[src/rtl/cmb_pkg.sv]
// Package for the combination enumerator: request, result and configuration types,
// register codes and fixed field widths. No dependencies.
package cmb_pkg;

    localparam int unsigned CFG_DATA_W = 32;
    localparam int unsigned PADDR_W    = 3;
    localparam int unsigned SET_SIZE_W = 5;
    localparam int unsigned PICK_W     = 4;
    localparam int unsigned CHAR_W     = 8;
    localparam int unsigned SLOT_W     = 4;
    localparam int unsigned POS_W      = 3;
    localparam int unsigned SOL_W      = 14;
    localparam int unsigned TRIAL_W    = 32;

    localparam logic [SET_SIZE_W-1:0] SET_SIZE_RST = 5'd7;
    localparam logic [PICK_W-1:0]     PICK_RST     = 4'd4;
    localparam logic [SOL_W-1:0]      SOL_TOP      = '1;
    localparam logic [TRIAL_W-1:0]    TRIAL_TOP    = '1;

    typedef enum logic {
        OP_LOAD = 1'b0,
        OP_NEXT = 1'b1
    } t_op;

    typedef enum logic {
        REG_SET_SIZE   = 1'b0,
        REG_PICK_COUNT = 1'b1
    } t_reg_idx;

    typedef struct packed {
        t_op               op;
        logic [SLOT_W-1:0] char_index;
        logic [CHAR_W-1:0] char_value;
    } t_req;

    typedef struct packed {
        logic [CHAR_W-1:0]  out_char;
        logic [SLOT_W-1:0]  element_index;
        logic [POS_W-1:0]   position;
        logic               last;
        logic               finished;
        logic [SOL_W-1:0]   solution_number;
        logic [TRIAL_W-1:0] trial_count;
    } t_res;

    typedef struct packed {
        logic [SET_SIZE_W-1:0] set_size;
        logic [PICK_W-1:0]     pick_count;
        logic                  restart;
    } t_cfg;

endpackage

[src/rtl/cmb_if.sv]
// Valid/ready channel interfaces for requests and results of the combination enumerator.
// Depends on cmb_pkg for the payload types.
interface cmb_req_if;
    import cmb_pkg::*;
    logic valid;
    logic ready;
    t_req data;
    modport source (output valid, output data, input ready);
    modport sink (input valid, input data, output ready);
endinterface

interface cmb_res_if;
    import cmb_pkg::*;
    logic valid;
    logic ready;
    t_res data;
    modport source (output valid, output data, input ready);
    modport sink (input valid, input data, output ready);
endinterface

[src/rtl/combination_enumerator.sv]
// Top level of the combination enumerator: configuration registers and search sequencer.
// Depends on cmb_pkg, cmb_if, cmb_cfg and cmb_seq.
//
//   channel   direction  protocol       payload
//   i_req     in         valid/ready    op, char_index, char_value
//   o_res     out        valid/ready    out_char .. trial_count, one result per element
//   APB       in/out     psel/penable   set_size (0x0), pick_count (0x4)
//
// A load writes the character store. A next request enters the search step, which tries
// a candidate per visit and passes the floor state for each backtracked level, then an
// address state and a data state per emitted element, since the character store has a
// registered read port. Reset is synchronous and clears the index stack at once; there is
// no clearing pass. The result register lets the search proceed while a result waits;
// the sequencer holds when that register is still full.
module combination_enumerator #(
    parameter int unsigned MAX_SET  = 16,
    parameter int unsigned MAX_PICK = 8
) (
    input  logic                           i_clk,
    input  logic                           i_rst_n,
    cmb_req_if.sink                        i_req,
    cmb_res_if.source                      o_res,
    input  logic                           psel,
    input  logic                           penable,
    input  logic                           pwrite,
    input  logic [cmb_pkg::PADDR_W-1:0]    paddr,
    input  logic [cmb_pkg::CFG_DATA_W-1:0] pwdata,
    output logic [cmb_pkg::CFG_DATA_W-1:0] prdata,
    output logic                           pready
);
    import cmb_pkg::*;

    t_cfg cfg;

    cmb_cfg u_cfg (
        .i_clk   (i_clk),
        .i_rst_n (i_rst_n),
        .psel    (psel),
        .penable (penable),
        .pwrite  (pwrite),
        .paddr   (paddr),
        .pwdata  (pwdata),
        .prdata  (prdata),
        .pready  (pready),
        .o_cfg   (cfg)
    );

    cmb_seq #(
        .MAX_SET  (MAX_SET),
        .MAX_PICK (MAX_PICK)
    ) u_seq (
        .i_clk   (i_clk),
        .i_rst_n (i_rst_n),
        .i_cfg   (cfg),
        .i_req   (i_req),
        .o_res   (o_res)
    );

endmodule

[src/rtl/cmb_ram.sv]
// Generic single-port-write, single-port-read RAM with registered read data.
// No dependencies.
module cmb_ram #(
    parameter int unsigned WIDTH = 8,
    parameter int unsigned DEPTH = 16,
    localparam int unsigned AW = (DEPTH > 1) ? $clog2(DEPTH) : 1
) (
    input  logic             i_clk,
    input  logic             i_we,
    input  logic [AW-1:0]    i_waddr,
    input  logic [WIDTH-1:0] i_wdata,
    input  logic             i_re,
    input  logic [AW-1:0]    i_raddr,
    output logic [WIDTH-1:0] o_rdata
);

    logic [WIDTH-1:0] r_mem [DEPTH];
    logic [WIDTH-1:0] r_rdata;

    always_ff @(posedge i_clk) begin
        if (i_we) begin
            r_mem[i_waddr] <= i_wdata;
        end
        if (i_re) begin
            r_rdata <= r_mem[i_raddr];
        end
    end

    assign o_rdata = r_rdata;

endmodule

[src/rtl/cmb_cfg.sv]
// APB-style configuration registers of the combination enumerator.
// Depends on cmb_pkg; hands the register values and a restart strobe to the sequencer.
module cmb_cfg (
    input  logic                             i_clk,
    input  logic                             i_rst_n,
    input  logic                             psel,
    input  logic                             penable,
    input  logic                             pwrite,
    input  logic [cmb_pkg::PADDR_W-1:0]      paddr,
    input  logic [cmb_pkg::CFG_DATA_W-1:0]   pwdata,
    output logic [cmb_pkg::CFG_DATA_W-1:0]   prdata,
    output logic                             pready,
    output cmb_pkg::t_cfg                    o_cfg
);
    import cmb_pkg::*;

    logic [SET_SIZE_W-1:0] r_set_size;
    logic [PICK_W-1:0]     r_pick_count;
    logic                  wr_en;
    t_reg_idx              reg_idx;

    assign wr_en   = psel & penable & pwrite;
    assign reg_idx = t_reg_idx'(paddr[2]);
    assign pready  = 1'b1;

    always_ff @(posedge i_clk) begin
        if (!i_rst_n) begin
            r_set_size   <= SET_SIZE_RST;
            r_pick_count <= PICK_RST;
        end else if (wr_en) begin
            unique case (reg_idx)
                REG_SET_SIZE: begin
                    r_set_size <= pwdata[SET_SIZE_W-1:0];
                end
                REG_PICK_COUNT: begin
                    r_pick_count <= pwdata[PICK_W-1:0];
                end
                default: begin
                end
            endcase
        end
    end

    always_comb begin
        unique case (reg_idx)
            REG_SET_SIZE:   prdata = CFG_DATA_W'(r_set_size);
            REG_PICK_COUNT: prdata = CFG_DATA_W'(r_pick_count);
            default:        prdata = '0;
        endcase
    end

    // Any write restarts the search at the same edge that updates the registers.
    assign o_cfg.set_size   = r_set_size;
    assign o_cfg.pick_count = r_pick_count;
    assign o_cfg.restart    = wr_en;

endmodule

[src/rtl/cmb_seq.sv]
// Search sequencer: index stack, shared compare/increment step, counters, character
// store and result register. Depends on cmb_pkg, cmb_if and cmb_ram.
module cmb_seq #(
    parameter int unsigned MAX_SET  = 16,
    parameter int unsigned MAX_PICK = 8
) (
    input  logic          i_clk,
    input  logic          i_rst_n,
    input  cmb_pkg::t_cfg i_cfg,
    cmb_req_if.sink       i_req,
    cmb_res_if.source     o_res
);
    import cmb_pkg::*;

    localparam int unsigned SW = $clog2(MAX_SET + 1);
    localparam int unsigned AW = (MAX_SET > 1) ? $clog2(MAX_SET) : 1;
    localparam int unsigned DW = (MAX_PICK > 1) ? $clog2(MAX_PICK) : 1;
    localparam int unsigned KW = $clog2(MAX_PICK + 1);

    typedef enum logic [2:0] {
        S_IDLE,
        S_SEARCH,
        S_FLOOR,
        S_EMIT_ADDR,
        S_EMIT_DATA,
        S_FIN
    } t_state;

    t_state             r_state, n_state;
    logic [SW-1:0]      r_stack [MAX_PICK];
    logic [DW-1:0]      r_depth, n_depth;
    logic [DW-1:0]      r_pos, n_pos;
    logic [SW-1:0]      r_floor, n_floor;
    logic               r_fresh, n_fresh;
    logic               r_done, n_done;
    logic [SOL_W-1:0]   r_sol, n_sol;
    logic [TRIAL_W-1:0] r_trial, n_trial;
    logic [AW-1:0]      r_idx, n_idx;
    logic               r_out_valid, n_out_valid;
    t_res               r_res, n_res;

    logic [SW-1:0]      tam;
    logic [KW-1:0]      k;
    logic [DW-1:0]      k_m1;
    logic [DW-1:0]      rd_ptr;
    logic [SW-1:0]      rd_val;
    logic [SW-1:0]      cand;
    logic               stack_we;
    logic [SW-1:0]      stack_wval;
    logic               out_free;
    logic               load_out;
    logic               req_fire;
    logic               ram_we;
    logic               ram_re;
    logic [AW-1:0]      ram_raddr;
    logic [CHAR_W-1:0]  ram_rdata;

    always_comb begin
        if (32'(i_cfg.set_size) > MAX_SET) begin
            tam = SW'(MAX_SET);
        end else begin
            tam = SW'(i_cfg.set_size);
        end
        if (i_cfg.pick_count == '0) begin
            k = KW'(1);
        end else if (32'(i_cfg.pick_count) > MAX_PICK) begin
            k = KW'(MAX_PICK);
        end else begin
            k = KW'(i_cfg.pick_count);
        end
        k_m1 = DW'(k - 1'b1);
    end

    assign rd_val    = r_stack[rd_ptr];
    assign cand      = r_fresh ? '0 : rd_val;
    assign out_free  = !r_out_valid || o_res.ready;
    assign req_fire  = i_req.valid && i_req.ready;
    assign ram_we    = req_fire && (i_req.data.op == OP_LOAD)
                       && (32'(i_req.data.char_index) < MAX_SET);
    assign ram_raddr = AW'(rd_val - 1'b1);

    cmb_ram #(
        .WIDTH (CHAR_W),
        .DEPTH (MAX_SET)
    ) u_store (
        .i_clk   (i_clk),
        .i_we    (ram_we),
        .i_waddr (AW'(i_req.data.char_index)),
        .i_wdata (i_req.data.char_value),
        .i_re    (ram_re),
        .i_raddr (ram_raddr),
        .o_rdata (ram_rdata)
    );

    always_comb begin
        n_state     = r_state;
        n_depth     = r_depth;
        n_pos       = r_pos;
        n_floor     = r_floor;
        n_fresh     = r_fresh;
        n_done      = r_done;
        n_sol       = r_sol;
        n_trial     = r_trial;
        n_idx       = r_idx;
        n_res       = r_res;
        n_out_valid = r_out_valid;
        rd_ptr      = r_depth;
        stack_we    = 1'b0;
        stack_wval  = cand + 1'b1;
        ram_re      = 1'b0;
        load_out    = 1'b0;

        if (r_out_valid && o_res.ready) begin
            n_out_valid = 1'b0;
        end

        unique case (r_state)
            S_IDLE: begin
                if (req_fire && (i_req.data.op == OP_NEXT)) begin
                    n_state = r_done ? S_FIN : S_SEARCH;
                end
            end
            S_SEARCH: begin
                if (cand >= tam) begin
                    n_fresh = 1'b0;
                    if (r_depth == '0) begin
                        n_done  = 1'b1;
                        n_state = S_FIN;
                    end else begin
                        n_depth = r_depth - 1'b1;
                        n_state = S_FLOOR;
                    end
                end else begin
                    stack_we = 1'b1;
                    n_fresh  = 1'b0;
                    if (r_trial != TRIAL_TOP) begin
                        n_trial = r_trial + 1'b1;
                    end
                    if (cand >= r_floor) begin
                        if (r_depth == k_m1) begin
                            if (r_sol != SOL_TOP) begin
                                n_sol = r_sol + 1'b1;
                            end
                            n_pos   = '0;
                            n_state = S_EMIT_ADDR;
                        end else begin
                            n_depth = r_depth + 1'b1;
                            n_floor = cand + 1'b1;
                            n_fresh = 1'b1;
                        end
                    end
                end
            end
            S_FLOOR: begin
                rd_ptr  = r_depth - 1'b1;
                n_floor = (r_depth == '0) ? '0 : rd_val;
                n_state = S_SEARCH;
            end
            S_EMIT_ADDR: begin
                rd_ptr  = r_pos;
                ram_re  = 1'b1;
                n_idx   = ram_raddr;
                n_state = S_EMIT_DATA;
            end
            S_EMIT_DATA: begin
                if (out_free) begin
                    load_out              = 1'b1;
                    n_out_valid           = 1'b1;
                    n_res.out_char        = ram_rdata;
                    n_res.element_index   = SLOT_W'(r_idx);
                    n_res.position        = POS_W'(r_pos);
                    n_res.last            = (r_pos == k_m1);
                    n_res.finished        = 1'b0;
                    n_res.solution_number = r_sol;
                    n_res.trial_count     = r_trial;
                    if (r_pos == k_m1) begin
                        n_state = S_IDLE;
                    end else begin
                        n_pos   = r_pos + 1'b1;
                        n_state = S_EMIT_ADDR;
                    end
                end
            end
            S_FIN: begin
                if (out_free) begin
                    load_out              = 1'b1;
                    n_out_valid           = 1'b1;
                    n_res.out_char        = '0;
                    n_res.element_index   = '0;
                    n_res.position        = '0;
                    n_res.last            = 1'b1;
                    n_res.finished        = 1'b1;
                    n_res.solution_number = r_sol;
                    n_res.trial_count     = r_trial;
                    n_state               = S_IDLE;
                end
            end
            default: begin
                n_state = S_IDLE;
            end
        endcase
    end

    always_ff @(posedge i_clk) begin
        if (!i_rst_n) begin
            r_state     <= S_IDLE;
            r_depth     <= '0;
            r_pos       <= '0;
            r_floor     <= '0;
            r_fresh     <= 1'b0;
            r_done      <= 1'b0;
            r_sol       <= '0;
            r_trial     <= '0;
            r_out_valid <= 1'b0;
            r_idx       <= '0;
            r_res       <= '0;
            for (int i = 0; i < MAX_PICK; i++) begin
                r_stack[i] <= '0;
            end
        end else begin
            r_state     <= n_state;
            r_pos       <= n_pos;
            r_out_valid <= n_out_valid;
            r_idx       <= n_idx;
            r_res       <= n_res;
            if (i_cfg.restart) begin
                r_depth <= '0;
                r_floor <= '0;
                r_fresh <= 1'b0;
                r_done  <= 1'b0;
                r_sol   <= '0;
                r_trial <= '0;
                for (int i = 0; i < MAX_PICK; i++) begin
                    r_stack[i] <= '0;
                end
            end else begin
                r_depth <= n_depth;
                r_floor <= n_floor;
                r_fresh <= n_fresh;
                r_done  <= n_done;
                r_sol   <= n_sol;
                r_trial <= n_trial;
                if (stack_we) begin
                    r_stack[r_depth] <= stack_wval;
                end
            end
        end
    end

    assign i_req.ready = (r_state == S_IDLE);
    assign o_res.valid = r_out_valid;
    assign o_res.data  = r_res;

    a_depth_in_range: assert property (@(posedge i_clk) disable iff (!i_rst_n)
        r_depth <= k_m1)
        else $error("search depth beyond the last level");

    a_trial_monotonic: assert property (@(posedge i_clk) disable iff (!i_rst_n)
        !i_cfg.restart |=> r_trial >= $past(r_trial))
        else $error("trial counter went backwards without a restart");

    a_no_result_overwrite: assert property (@(posedge i_clk) disable iff (!i_rst_n)
        load_out |-> (!r_out_valid || o_res.ready))
        else $error("result register overwritten while still pending");

endmodule

[src/flat_wrapper.sv]
// flat-port wrapper written by rule: the top's interface ports become plain ports
module combination_enumerator_flat import cmb_pkg::*;
#(
    parameter int unsigned MAX_SET  = 16,
    parameter int unsigned MAX_PICK = 8
)
  (i_clk, i_rst_n, psel, penable, pwrite, paddr, pwdata, prdata, pready, i_req_valid, i_req_data, i_req_ready, o_res_valid, o_res_data, o_res_ready);
  cmb_req_if i_req_i ();
  cmb_res_if o_res_i ();
  input  logic i_clk;
  input  logic i_rst_n;
  input  logic psel;
  input  logic penable;
  input  logic pwrite;
  input  logic [cmb_pkg::PADDR_W-1:0] paddr;
  input  logic [cmb_pkg::CFG_DATA_W-1:0] pwdata;
  output logic [cmb_pkg::CFG_DATA_W-1:0] prdata;
  output logic pready;
  input wire logic [$bits(i_req_i.valid)-1:0] i_req_valid;
  input wire logic [$bits(i_req_i.data)-1:0] i_req_data;
  output wire logic [$bits(i_req_i.ready)-1:0] i_req_ready;
  output wire logic [$bits(o_res_i.valid)-1:0] o_res_valid;
  output wire logic [$bits(o_res_i.data)-1:0] o_res_data;
  input wire logic [$bits(o_res_i.ready)-1:0] o_res_ready;
  assign i_req_i.valid = i_req_valid;
  assign i_req_i.data = i_req_data;
  assign i_req_ready = i_req_i.ready;
  assign o_res_valid = o_res_i.valid;
  assign o_res_data = o_res_i.data;
  assign o_res_i.ready = o_res_ready;
  combination_enumerator #(.MAX_SET(MAX_SET), .MAX_PICK(MAX_PICK)) u_core (.i_clk(i_clk), .i_rst_n(i_rst_n), .i_req(i_req_i), .o_res(o_res_i), .psel(psel), .penable(penable), .pwrite(pwrite), .paddr(paddr), .pwdata(pwdata), .prdata(prdata), .pready(pready));
endmodule
[config.mk]
export PLATFORM = sky130hd
export DESIGN_NAME = combination_enumerator_flat
export DESIGN_NICKNAME = d
export VERILOG_FILES = /design/src/rtl/cmb_pkg.sv /design/src/rtl/cmb_if.sv /design/src/rtl/combination_enumerator.sv /design/src/rtl/cmb_ram.sv /design/src/rtl/cmb_cfg.sv /design/src/rtl/cmb_seq.sv /design/src/flat_wrapper.sv
export SDC_FILE = /design/constraint.sdc
export NUM_CORES = 1
export LEC_CHECK = 0
export ABC_AREA = 1
export ABC_CLOCK_PERIOD_IN_PS = 5410
export BUFFER_PORTS_ARGS = -buffer_cell sky130_fd_sc_hd__buf_2
export CORE_MARGIN = 2
export CORE_UTILIZATION = 59
export CTS_CLUSTER_DIAMETER = 100
export DETAILED_ROUTE_END_ITERATION = 10
export GPL_TIMING_DRIVEN = 1
export HOLD_SLACK_MARGIN = 0.12
export PLACE_DENSITY = 0.8
export SLEW_MARGIN = 40
export SYNTH_ARGS = -nofsm -noshare
export SYNTH_HDL_FRONTEND = slang
export SYNTH_SLANG_ARGS = --single-unit
export TNS_END_PERCENT = 30
[constraint.sdc]
create_clock -name i_clk -period 5.41 [get_ports i_clk]
set_input_delay 1.082 -clock i_clk [delete_from_list [all_inputs] [get_ports i_clk]]
set_output_delay 1.082 -clock i_clk [all_outputs]
set_load 0.1 [all_outputs]
==> impl_summary.log, run 1 <==
[metrics] status: complete, no violations
[metrics] Max Fclk: 0.212 GHz
[metrics] n_diodes: 0
[metrics] unrepaired setup endpoints after global routing: false
[metrics] longest individual stage delay on the worst path: 560 ps
[metrics] setup-violating endpoint count in the final report: 0
[metrics] minimum setup slack in the final design: 701 ps
[metrics] Longest Clk Path Bufs: 3
[metrics] Cell variety after synth: 47
[metrics] final number of max-transition violations: 0
[metrics] Slew headroom: 0.459
[metrics] number of buffer and inverter stages on the critical path: 3
[metrics] share of the synthesized area in the top cell type: 0.372
[metrics] transition time of the tightest slew-check pin: 808 ps
[metrics] worst endpoint data arrival time: 5080 ps
[metrics] crit end category: flip-flop
[metrics] global-route wire length before repair: 53,400 um
[metrics] CP Data Required Time: 5790 ps
[metrics] number of setup buffers added after CTS: 0
[metrics] Worst Hold Class: flip-flop to flip-flop
[metrics] global route total overflow: 0
[metrics] critical path class: flip-flop to flip-flop
[metrics] Final ANT Viol Nets: 0
[metrics] DR vias: 11,200
[metrics] die outline area: 25,300 sq um
[metrics] sequential fraction of the synthesis area: 0.568
[metrics] launching element type of the critical path: flip-flop
[metrics] initial antenna violation count: 0
[metrics] DRT Pass-1 Iters: 6
[metrics] Crit Path Max Fanout: 30
[metrics] Final TNS setup: 0 ps
[metrics] Total Routing Usage GR: 0.261
[metrics] post-synth top area cell: edfxtp_1
[metrics] hold buffer count at cts: 0
[metrics] share of the cycle needed by the critical path after routing: 0.870
[metrics] DR WL/cell: 17.1 um
[metrics] critical path cell sequence: nand2_2, nor2_4, buf_4, nand2_4, nand3_2, inv_2, nand2_1, nand3_1, nand2_1, nand2_1, o21a_1, inv_1, nor2_1, ha_1, a21oi_1, nand2_1, nand3_1, nand3_1, nand2_2, nand2_4, nor2_4, nand2_1, o21ai_0, a21oi_1
[metrics] Ys Warns: 0
[metrics] number of placement rows: 56
[metrics] Max-cap violations: 0
[metrics] number of buffers created by CTS: 34
[metrics] cell area after placement: 14,800 sq um
[metrics] average via count per standard cell: 5.70
[metrics] H-tree levels: 2
[metrics] Clock Latency Late Sink: 510 ps
[metrics] Top-Level Pins: 153
[metrics] final-layout worst hold slack: 461 ps
[metrics] clock-pin slew reported for the worst setup and hold paths after clock tree synthesis: 60 ps
[metrics] post-layout min period: 4710 ps
[metrics] HPWL after DPL: 22,200 um
[metrics] met3 routed WL: 2450 um
[metrics] met2 WL post-DR: 15,900 um
[metrics] chip height: 159 um
[metrics] placer's final routability congestion estimate: 0.907
[metrics] share of layout cells above drive strength 1: 0.133
[metrics] count of mapped cells out of synthesis: 1,549
[metrics] final hold vios: 0
[metrics] root buffer cell: clkbuf_16
[metrics] synth top area cells: edfxtp_1, dfxtp_1, nand2_1, nor2_1, o21ai_0
[metrics] total detailed-routing wirelength: 33,600 um
[metrics] highest layer used for signal routing: met4
[metrics] count of state elements after synthesis: 315
[metrics] Net count, final: 1,691
[metrics] x dimension of the die: 159 um
[metrics] TritonCTS clock tree: built
[metrics] pin count of the biggest net entering global routing: 79
[metrics] synth-to-layout area growth: 11.5%
[metrics] dpl ws: 800 ps
[metrics] summed instance area of the synthesized netlist: 14,200 sq um
[metrics] cell family contributing the most delay on the critical path: simple AND/OR/NAND/NOR gates
[metrics] Final Cell Area: 15,900 sq um
[metrics] number of violations reported at the end of detailed-routing iteration 0: 1,115
[metrics] DRC violations left: 0
[metrics] core region area: 23,500 sq um
[metrics] number of clock sinks: 315
[metrics] initial cell density of the core: 0.604
[metrics] number of global-route vias before repair: 10,500
[metrics] met1 layer wirelength in the final routing: 14,300 um
[metrics] cell mode on critical path: nand2_1
[metrics] post_cts resized: 0
[metrics] clock tree skew after final layout: 18.8 ps
[metrics] IO buf count: 95
[metrics] Slowest cell on crit path: nor2_4
[metrics] average footprint of a synthesized cell: 9.18 sq um
-- area by class of cell --
| cell class | count | area, sq um |
|---|---|---|
| sequential | 315 | 8070 |
| inverter | 118 | 445 |
| tap | 319 | 399 |
| clock buffer | 45 | 922 |
| multi-input combinational | 1048 | 5310 |
| timing repair buffer | 104 | 543 |
| fill | 1856 | 7690 |
| clock inverter | 16 | 168 |
-- stage by stage --
stage	utilization	std cells
6_report	0.673	1965
5_1_grt	0.673	1965
4_1_cts	0.673	1965
3_5_place_dp	0.627	1904
3_3_place_gp	0.626	1904
2_1_floorplan	-	1575
-- state kept, by name, summed over array words and instances, names as in the netlist --
signal	count
u_core.u_seq.r_state	3
u_core.u_seq.u_store.r_mem	128
u_core.u_seq.r_fresh	1
u_core.u_seq.r_pos	3
u_core.u_seq.r_idx	4
u_core.u_seq.u_store.o_rdata	8
u_core.u_seq.r_done	1
u_core.u_seq.r_trial	32
u_core.u_cfg.r_pick_count	4
u_core.u_seq.r_sol	14
u_core.u_seq.r_depth	3
u_core.u_seq.o_res.data	63
u_core.u_seq.o_res.valid	1
u_core.u_seq.r_stack	40
u_core.u_cfg.r_set_size	5
u_core.u_seq.r_floor	5
-- synth_stat cells, drive strengths merged --
cell type,n
a21boi,1
a21oi,108
a221oi,1
a22oi,10
buf,48
clkbuf,46
clkinv,2
conb,2
dfxtp,139
edfxtp,176
ha,15
inv,116
nand2,260
nand3,88
nand4,15
nor2,235
nor3,30
nor3b,2
nor4,8
o211ai,18
o21a,2
o21ai,147
o21bai,1
o221ai,17
o22ai,20
or2,4
or3b,1
xnor2,9
xor2,28
-- cell families (layout without fill, tap and decap cells) --
family                   Yosys count  in the layout  share of synthesized area
other                              2             28                   0.000528
flip-flops                       315            315                      0.568
XOR/XNOR                          37             37                     0.0233
AND/OR/NAND/NOR                  643            643                      0.199
buffers and inverters            212            283                     0.0684
adder cells (fa/ha/maj)           15             15                     0.0132
AO/OA/AOI/OAI                    325            325                      0.128
-- worst register-to-register path: stages, from the launching register on --
cell and delay [ps]:
dfxtp_1 390, nand2_2 130, nor2_4 30, buf_4 220, nand2_4 150, nand3_2 380
inv_2 360, nand2_1 80, nand3_1 110, nand2_1 70, nand2_1 50, o21a_1 170
inv_1 110, nor2_1 300, ha_1 290, a21oi_1 170, nand2_1 70, nand3_1 80
nand3_1 80, nand2_2 100, nand2_4 130, nor2_4 570, nand2_1 210, o21ai_0 260
a21oi_1 100
-- final timing paths --
check / startpoint / end / slack, ps / cells after the start
worst min-delay path: u_core.u_seq.o_res.data[51] / u_core.u_seq.o_res.data[51] / 460 / 2
worst max register to register: u_core.u_seq.r_state[1] / u_core.u_seq.r_trial[26] / 700 / 24
worst max-delay path: u_core.u_seq.r_state[1] / u_core.u_seq.r_trial[26] / 700 / 24
worst min register to register: u_core.u_seq.o_res.data[51] / u_core.u_seq.o_res.data[51] / 460 / 2
-- routing by layer --
metal / global-route usage / vias up
li1: - / 5396
met1: 0.357 / 5251
met2: 0.429 / 474
met3: 0.0375 / 77
met4: 0.0926 / 0
met5: 0 / -
-- cell usage in the layout, fill, tap and decap left out, types with 3 or more instances in the layout --
master / Yosys / routed
o221ai_1: 17 / 17
nand2_4: 5 / 5
o211ai_1: 18 / 18
buf_4: 33 / 9
buf_2: 10 / 95
clkinv_1: 2 / 7
edfxtp_1: 176 / 176
clkinv_2: 0 / 5
nand3_1: 81 / 81
o21ai_0: 143 / 143
ha_1: 15 / 15
xnor2_1: 9 / 9
nor2_1: 228 / 225
bufinv_16: 0 / 3
or2_2: 3 / 3
nor3_1: 29 / 29
o22ai_1: 20 / 20
inv_2: 8 / 12
clkbuf_8: 0 / 3
clkbuf_16: 0 / 34
nand2_1: 237 / 236
a22oi_1: 10 / 10
dfxtp_1: 139 / 139
nand2_2: 18 / 19
xor2_1: 27 / 26
clkbuf_1: 46 / 8
conb_1: 2 / 28
o21ai_2: 2 / 3
a21oi_1: 106 / 106
nor4_1: 8 / 8
nor2_4: 5 / 7
nand3_2: 7 / 7
nand4_1: 15 / 15
inv_1: 107 / 103
Power of run 1 is left out: the tool's default activity adds up to more than one toggle a clock period on the data nets, which glitch-free logic cannot reach.
==> run 2: changes to the inputs <==
- CORE_ASPECT_RATIO: unset -> 1.5
==> run 2 against run 1 <==
  * Final area shrank 0.52%
  * Setup slack gained 100 ps
  * Utilization shrank 0.67 points
  * Clock skew shrank 8.5 ps
  * Critical path type unchanged
  * Largest cell class unchanged
==> impl_summary.log, run 2 (synthesis results as in run 1) <==
[metrics] Max Fclk: 0.217 GHz (+2.2%)
[metrics] post-layout min period: 4610 ps (-100 ps)
[metrics] number of placement rows: 69 (+23%)
[metrics] post_cts resized: 0 (unchanged)
[metrics] cell mode on critical path: nand2_1
[metrics] DRT Pass-1 Iters: 5 (-1)
[metrics] share of layout cells above drive strength 1: 0.132 (-0.00126)
[metrics] number of buffer and inverter stages on the critical path: 5 (+2)
[metrics] Worst Hold Class: flip-flop to flip-flop
[metrics] number of violations reported at the end of detailed-routing iteration 0: 920 (-17%)
[metrics] Final ANT Viol Nets: 0 (unchanged)
[metrics] clock tree skew after final layout: 10.2 ps (-8.53 ps)
[metrics] n_diodes: 0 (unchanged)
[metrics] placer's final routability congestion estimate: 0.917 (+1.2%)
[metrics] pin count of the biggest net entering global routing: 84 (+6.3%)
[metrics] TritonCTS clock tree: built
[metrics] met3 routed WL: 2410 um (-1.4%)
[metrics] total detailed-routing wirelength: 34,400 um (+2.3%)
[metrics] average via count per standard cell: 5.71 (+0.20%)
[metrics] Slew headroom: 0.446 (-0.0138)
[metrics] critical path class: flip-flop to flip-flop
[metrics] longest individual stage delay on the worst path: 500 ps (-60 ps)
[metrics] number of buffers created by CTS: 29 (-15%)
[metrics] Longest Clk Path Bufs: 3 (unchanged)
[metrics] global-route wire length before repair: 54,200 um (+1.5%)
[metrics] crit end category: flip-flop
[metrics] H-tree levels: 1 (-1)
[metrics] number of setup buffers added after CTS: 0 (unchanged)
[metrics] status: complete, no violations
[metrics] cell family contributing the most delay on the critical path: simple AND/OR/NAND/NOR gates
[metrics] global route total overflow: 0 (unchanged)
[metrics] unrepaired setup endpoints after global routing: false
[metrics] setup-violating endpoint count in the final report: 0 (unchanged)
[metrics] Max-cap violations: 0 (unchanged)
[metrics] DRC violations left: 0 (unchanged)
[metrics] CP Data Required Time: 5640 ps (-150 ps)
[metrics] start point of the critical path: u_core.u_seq.r_state[1]
[metrics] synth-to-layout area growth: 11.0%
[metrics] core region area: 23,700 sq um (+0.48%)
[metrics] transition time of the tightest slew-check pin: 828 ps (+20.6 ps)
[metrics] root buffer cell: clkbuf_16
[metrics] x dimension of the die: 131 um (-18%)
[metrics] final hold vios: 0 (unchanged)
[metrics] clock-pin slew reported for the worst setup and hold paths after clock tree synthesis: 70 ps (about the same)
[metrics] Net count, final: 1,687 (-0.24%)
[metrics] die outline area: 25,400 sq um (+0.10%)
[metrics] Slowest cell on crit path: dfxtp_1
[metrics] flip-flop count of the largest register after layout: 128 (unchanged)
[metrics] hold buffer count at cts: 0 (unchanged)
[metrics] startpoint of the lowest-slack register-to-register path: u_core.u_seq.r_state[1]
[metrics] share of the cycle needed by the critical path after routing: 0.852 (-0.0186)
[metrics] worst endpoint data arrival time: 4840 ps (-240 ps)
[metrics] met1 layer wirelength in the final routing: 12,600 um (-12%)
[metrics] final number of max-transition violations: 0 (unchanged)
[metrics] met2 WL post-DR: 18,100 um (+14%)
[metrics] DR WL/cell: 17.5 um (+2.6%)
[metrics] Crit Path Max Fanout: 21 (-30%)
[metrics] DR vias: 11,200 (-0.16%)
[metrics] initial cell density of the core: 0.601 (-0.00287)
[metrics] most common cell after layout, fill and taps aside: nand2_1
[metrics] Top-Level Pins: 153 (unchanged)
[metrics] Total Routing Usage GR: 0.268 (+0.00757)
[metrics] initial antenna violation count: 0 (unchanged)
[metrics] chip height: 194 um (+22%)
[metrics] Worst Hold Launch: u_core.u_seq.o_res.data[52]
[metrics] register with the most flip-flops: u_core.u_seq.u_store.r_mem
[metrics] Clock Latency Late Sink: 540 ps (+30 ps)
[metrics] highest layer used for signal routing: met4
[metrics] Final TNS setup: 0 ps (unchanged)
[metrics] commonest cells after routing, fill and taps aside: nand2_1, nor2_1, edfxtp_1
[metrics] HPWL after DPL: 23,200 um (+4.6%)
[metrics] launching element type of the critical path: flip-flop
[metrics] number of clock sinks: 315 (unchanged)
[metrics] IO buf count: 95 (unchanged)
[metrics] number of global-route vias before repair: 10,900 (+3.9%)
==> run 2: final timing paths <==
path	end	slack (ps)	depth (start not counted)
hold / removal	u_core.u_seq.o_res.data[52]	460	2
setup / recovery	u_core.u_seq.r_stack[2][4]	800	25
hold reg to reg	u_core.u_seq.o_res.data[52]	460	2
setup reg to reg	u_core.u_seq.r_stack[2][4]	800	25
==> run 2: per-stage QoR <==
step	hold WS (ps)	worst slack [ps]	cell area (sq um)	cells	utilization
final	461	802	15800	1958	0.667
after global routing	482	476	15800	1958	0.667
after CTS	463	855	15800	1958	0.666
after detailed placement	454	889	14800	1905	0.624
after global placement	449	980	14700	1905	0.623
after floorplan	436	934	14300	1575	-
==> run 2: routing by layer <==
metal  vias up  global-route usage
met1      5259               0.310
met3        85              0.0364
li1       5371                   -
met2       465               0.489
met4         0               0.111
met5         -                   0
==> run 2: cell type report <==
type,instances,area [sq um]
inverters,118,447
multi-input cells,1048,5310
flip-flops and latches,315,8070
repair buffers,105,551
well taps,319,399
clock inverters,22,260
fillers,1883,7880
clock buffers,31,733
==> run 2: worst register-to-register path, delay by kind of cell, from the launching register on <==
kind,cells,cell delay [ps]
and+or+nand+nor,17,2280
buffers and inverters,5,840
DFF,1,500
AOI/OAI and AO/OA,2,350
adders and majority gates,1,310
Power of run 2 is left out for the same reason.
==> run 3: changes to the inputs <==
- HOLD_SLACK_MARGIN: 0.12 -> 0.06
- SYNTH_HIERARCHICAL: unset -> 1
==> run 3 against run 2 <==
  * Clock skew is 6.6 ps higher
  * Highest routed layer unchanged
  * Area after synthesis is 5.6% higher
  * Setup slack worse by 320 ps
  * Count of clock-buffer cells in the layout is 4 higher
==> impl_summary.log, run 3 <==
[metrics] crit end category: flip-flop
[metrics] DR WL/cell: 16.2 um (-7.6%)
[metrics] sequential fraction of the synthesis area: 0.537 (-0.0303)
[metrics] status: complete, no violations
[metrics] unrepaired setup endpoints after global routing: false
[metrics] n_diodes: 0 (unchanged)
[metrics] Slew headroom: 0.460 (+0.0146)
[metrics] Worst Hold Class: flip-flop to flip-flop
[metrics] Final ANT Viol Nets: 0 (unchanged)
[metrics] x dimension of the die: 134 um (+2.7%)
[metrics] synth top area cells: edfxtp_1, dfxtp_1, nand2_1, nand3_1, inv_1
[metrics] initial antenna violation count: 0 (unchanged)
[metrics] number of placement rows: 71 (+2.9%)
[metrics] Cell variety after synth: 44 (-6.4%)
[metrics] post_cts resized: 0 (unchanged)
[metrics] CP Data Required Time: 5640 ps (about the same)
[metrics] count of non-filler cells in the finished layout: 2,205 (+13%)
[metrics] core region area: 25,100 sq um (+5.9%)
[metrics] Net count, final: 1,924 (+14%)
[metrics] Ys Warns: 6 (+6)
[metrics] area occupied by multi-input gates: 5650 sq um (+6.3%)
[metrics] number of clock sinks: 315 (unchanged)
[metrics] Final TNS setup: 0 ps (unchanged)
[metrics] clock-pin slew reported for the worst setup and hold paths after clock tree synthesis: 60 ps (about the same)
[metrics] total detailed-routing wirelength: 35,700 um (+4.0%)
[metrics] share of the synthesized area in the top cell type: 0.352 (-0.0199)
[metrics] DR vias: 12,000 (+7.5%)
[metrics] synth-to-layout area growth: 9.47%
[metrics] number of violations reported at the end of detailed-routing iteration 0: 984 (+7.0%)
[metrics] summed instance area of the synthesized netlist: 15,000 sq um (+5.6%)
[metrics] count of mapped cells out of synthesis: 1,782 (+15%)
[metrics] HPWL after DPL: 24,200 um (+4.6%)
[metrics] Top-Level Pins: 153 (unchanged)
[metrics] predominant post-synthesis flop cell: edfxtp_1
[metrics] TritonCTS clock tree: built
[metrics] cell depth of the worst hold path: 2 (unchanged)
[metrics] post-layout min period: 4930 ps (+322 ps)
[metrics] clock tree skew after final layout: 16.9 ps (+6.64 ps)
[metrics] number of enable flip-flop cells after synthesis: 176 (unchanged)
[metrics] commonest cells after routing, fill and taps aside: nand2_1, inv_1, nor2_1
[metrics] average via count per standard cell: 5.45 (-4.5%)
[metrics] worst endpoint data arrival time: 5160 ps (+320 ps)
[metrics] global route total overflow: 0 (unchanged)
[metrics] initial cell density of the core: 0.599 (-0.00148)
[metrics] share of layout cells above drive strength 1: 0.116 (-0.0156)
[metrics] post-synth top area cell: edfxtp_1
[metrics] root buffer cell: clkbuf_16
[metrics] Post-synth top cells: nand2_1, inv_1, nor2_1
[metrics] Max Fclk: 0.203 GHz (-6.5%)
[metrics] global-route wire length before repair: 56,300 um (+3.9%)
[metrics] number of global-route vias before repair: 11,400 (+4.6%)
[metrics] count of placed standard cells including taps: 2,151 (+13%)
[metrics] pin count of the biggest net entering global routing: 80 (-4.8%)
[metrics] Longest Clk Path Bufs: 3 (unchanged)
[metrics] transition time of the tightest slew-check pin: 807 ps (-21.8 ps)
[metrics] hold buffer count at cts: 0 (unchanged)
[metrics] cell depth of the worst flop-to-flop path: 22 (-12%)
[metrics] Clock Latency Late Sink: 550 ps (about the same)
[metrics] share of the cycle needed by the critical path after routing: 0.911 (+0.0596)
[metrics] final hold vios: 0 (unchanged)
[metrics] launching element type of the critical path: flip-flop
[metrics] register area: 8070 sq um (unchanged)
[metrics] flip-flop count of the largest register after layout: 128 (unchanged)
[metrics] chip height: 199 um (+2.7%)
[metrics] number of buffers created by CTS: 29 (unchanged)
[metrics] cell with the most instances after synthesis: nand2_1
[metrics] final-layout worst hold slack: 449 ps (-11.9 ps)
[metrics] Max-cap violations: 0 (unchanged)
[metrics] most common cell after layout, fill and taps aside: nand2_1
[metrics] setup-violating endpoint count in the final report: 0 (unchanged)
[metrics] IO buf count: 95 (unchanged)
[metrics] number of setup buffers added after CTS: 0 (unchanged)
[metrics] Total Routing Usage GR: 0.266 (-0.00218)
[metrics] share of the core filled with cells in the final layout: 0.656 (-0.0106)
[metrics] critical path class: flip-flop to flip-flop
[metrics] DRT Pass-1 Iters: 6 (+1)
[metrics] placer's final routability congestion estimate: 0.948 (+3.4%)
[metrics] final number of max-transition violations: 0 (unchanged)
[metrics] average footprint of a synthesized cell: 8.43 sq um (-8.2%)
[metrics] count of state elements after synthesis: 315 (unchanged)
[metrics] DRC violations left: 0 (unchanged)
[metrics] fraction of registers with async set or reset after synthesis: 0 (unchanged)
[metrics] H-tree levels: 1 (unchanged)
[metrics] die outline area: 26,800 sq um (+5.5%)
[metrics] Filler cells: 1,997 (+6.1%)
[metrics] Crit Path Max Fanout: 21 (unchanged)
[metrics] register with the most flip-flops: u_core/u_seq/u_store/r_mem
[run 3: metal layers]
| layer | vias up | global-route usage | part of all wire |
|---|---|---|---|
| li1 | 5898 | - | - |
| met1 | 5556 | 0.305 | 0.37 |
| met2 | 477 | 0.497 | 0.53 |
| met3 | 92 | 0.0304 | 0.066 |
| met4 | 0 | 0.119 | 0.039 |
| met5 | - | 0 | 0 |
[run 3: logic make-up after synthesis]
logic type,count (synthesis),share of synthesized area
XOR/XNOR,36,0.0210
adder cells (fa/ha/maj),15,0.0125
buffers and inverters,307,0.0940
flip-flops,315,0.537
AO/OA/AOI/OAI,183,0.0642
other,2,0.000500
AND/OR/NAND/NOR,924,0.271
[run 3: layout make-up]
class / count / area share
multi-input cells: 1186 / 0.344
clock buffers: 35 / 0.0473
well taps: 328 / 0.0250
inverters: 211 / 0.0486
clock inverters: 19 / 0.00837
repair buffers: 111 / 0.0362
flip-flops and latches: 315 / 0.491
[run 3: worst max-delay path, cell delays in order, from the launching register on]
cell,delay (ps)
dfxtp_1,440
nand2_2,90
nor2_4,480
nand2_4,190
nand3_2,360
inv_1,300
nand2_1,140
nand3_1,130
nand3_1,100
o21a_1,210
nor2_1,110
ha_1,300
a21oi_1,190
nand3_1,110
nand3_1,100
nand3_1,90
nand2_2,120
nand2_4,150
nor2_4,170
nand2_1,110
nor2_2,260
nand2_1,200
nand2_1,230
[run 3: path summary, 6_finish.rpt]
kind / from / endpoint / slack, ps
worst max-delay path: u_core/u_seq/r_state[1] / u_core/u_seq/r_stack[0][2] / 480
worst min register to register: u_core/u_seq/r_done / u_core/u_seq/r_done / 450
worst max register to register: u_core/u_seq/r_state[1] / u_core/u_seq/r_stack[0][2] / 480
worst min-delay path: u_core/u_seq/r_done / u_core/u_seq/r_done / 450
[run 3: per-stage QoR]
stage / setup WS (ps) / instance area [sq um]
2_1_floorplan: 1300 / 15100
3_3_place_gp: 746 / 15500
3_5_place_dp: 527 / 15500
4_1_cts: 499 / 16400
5_1_grt: 88.3 / 16400
6_report: 480 / 16400
Power of run 3 is left out for the same reason.
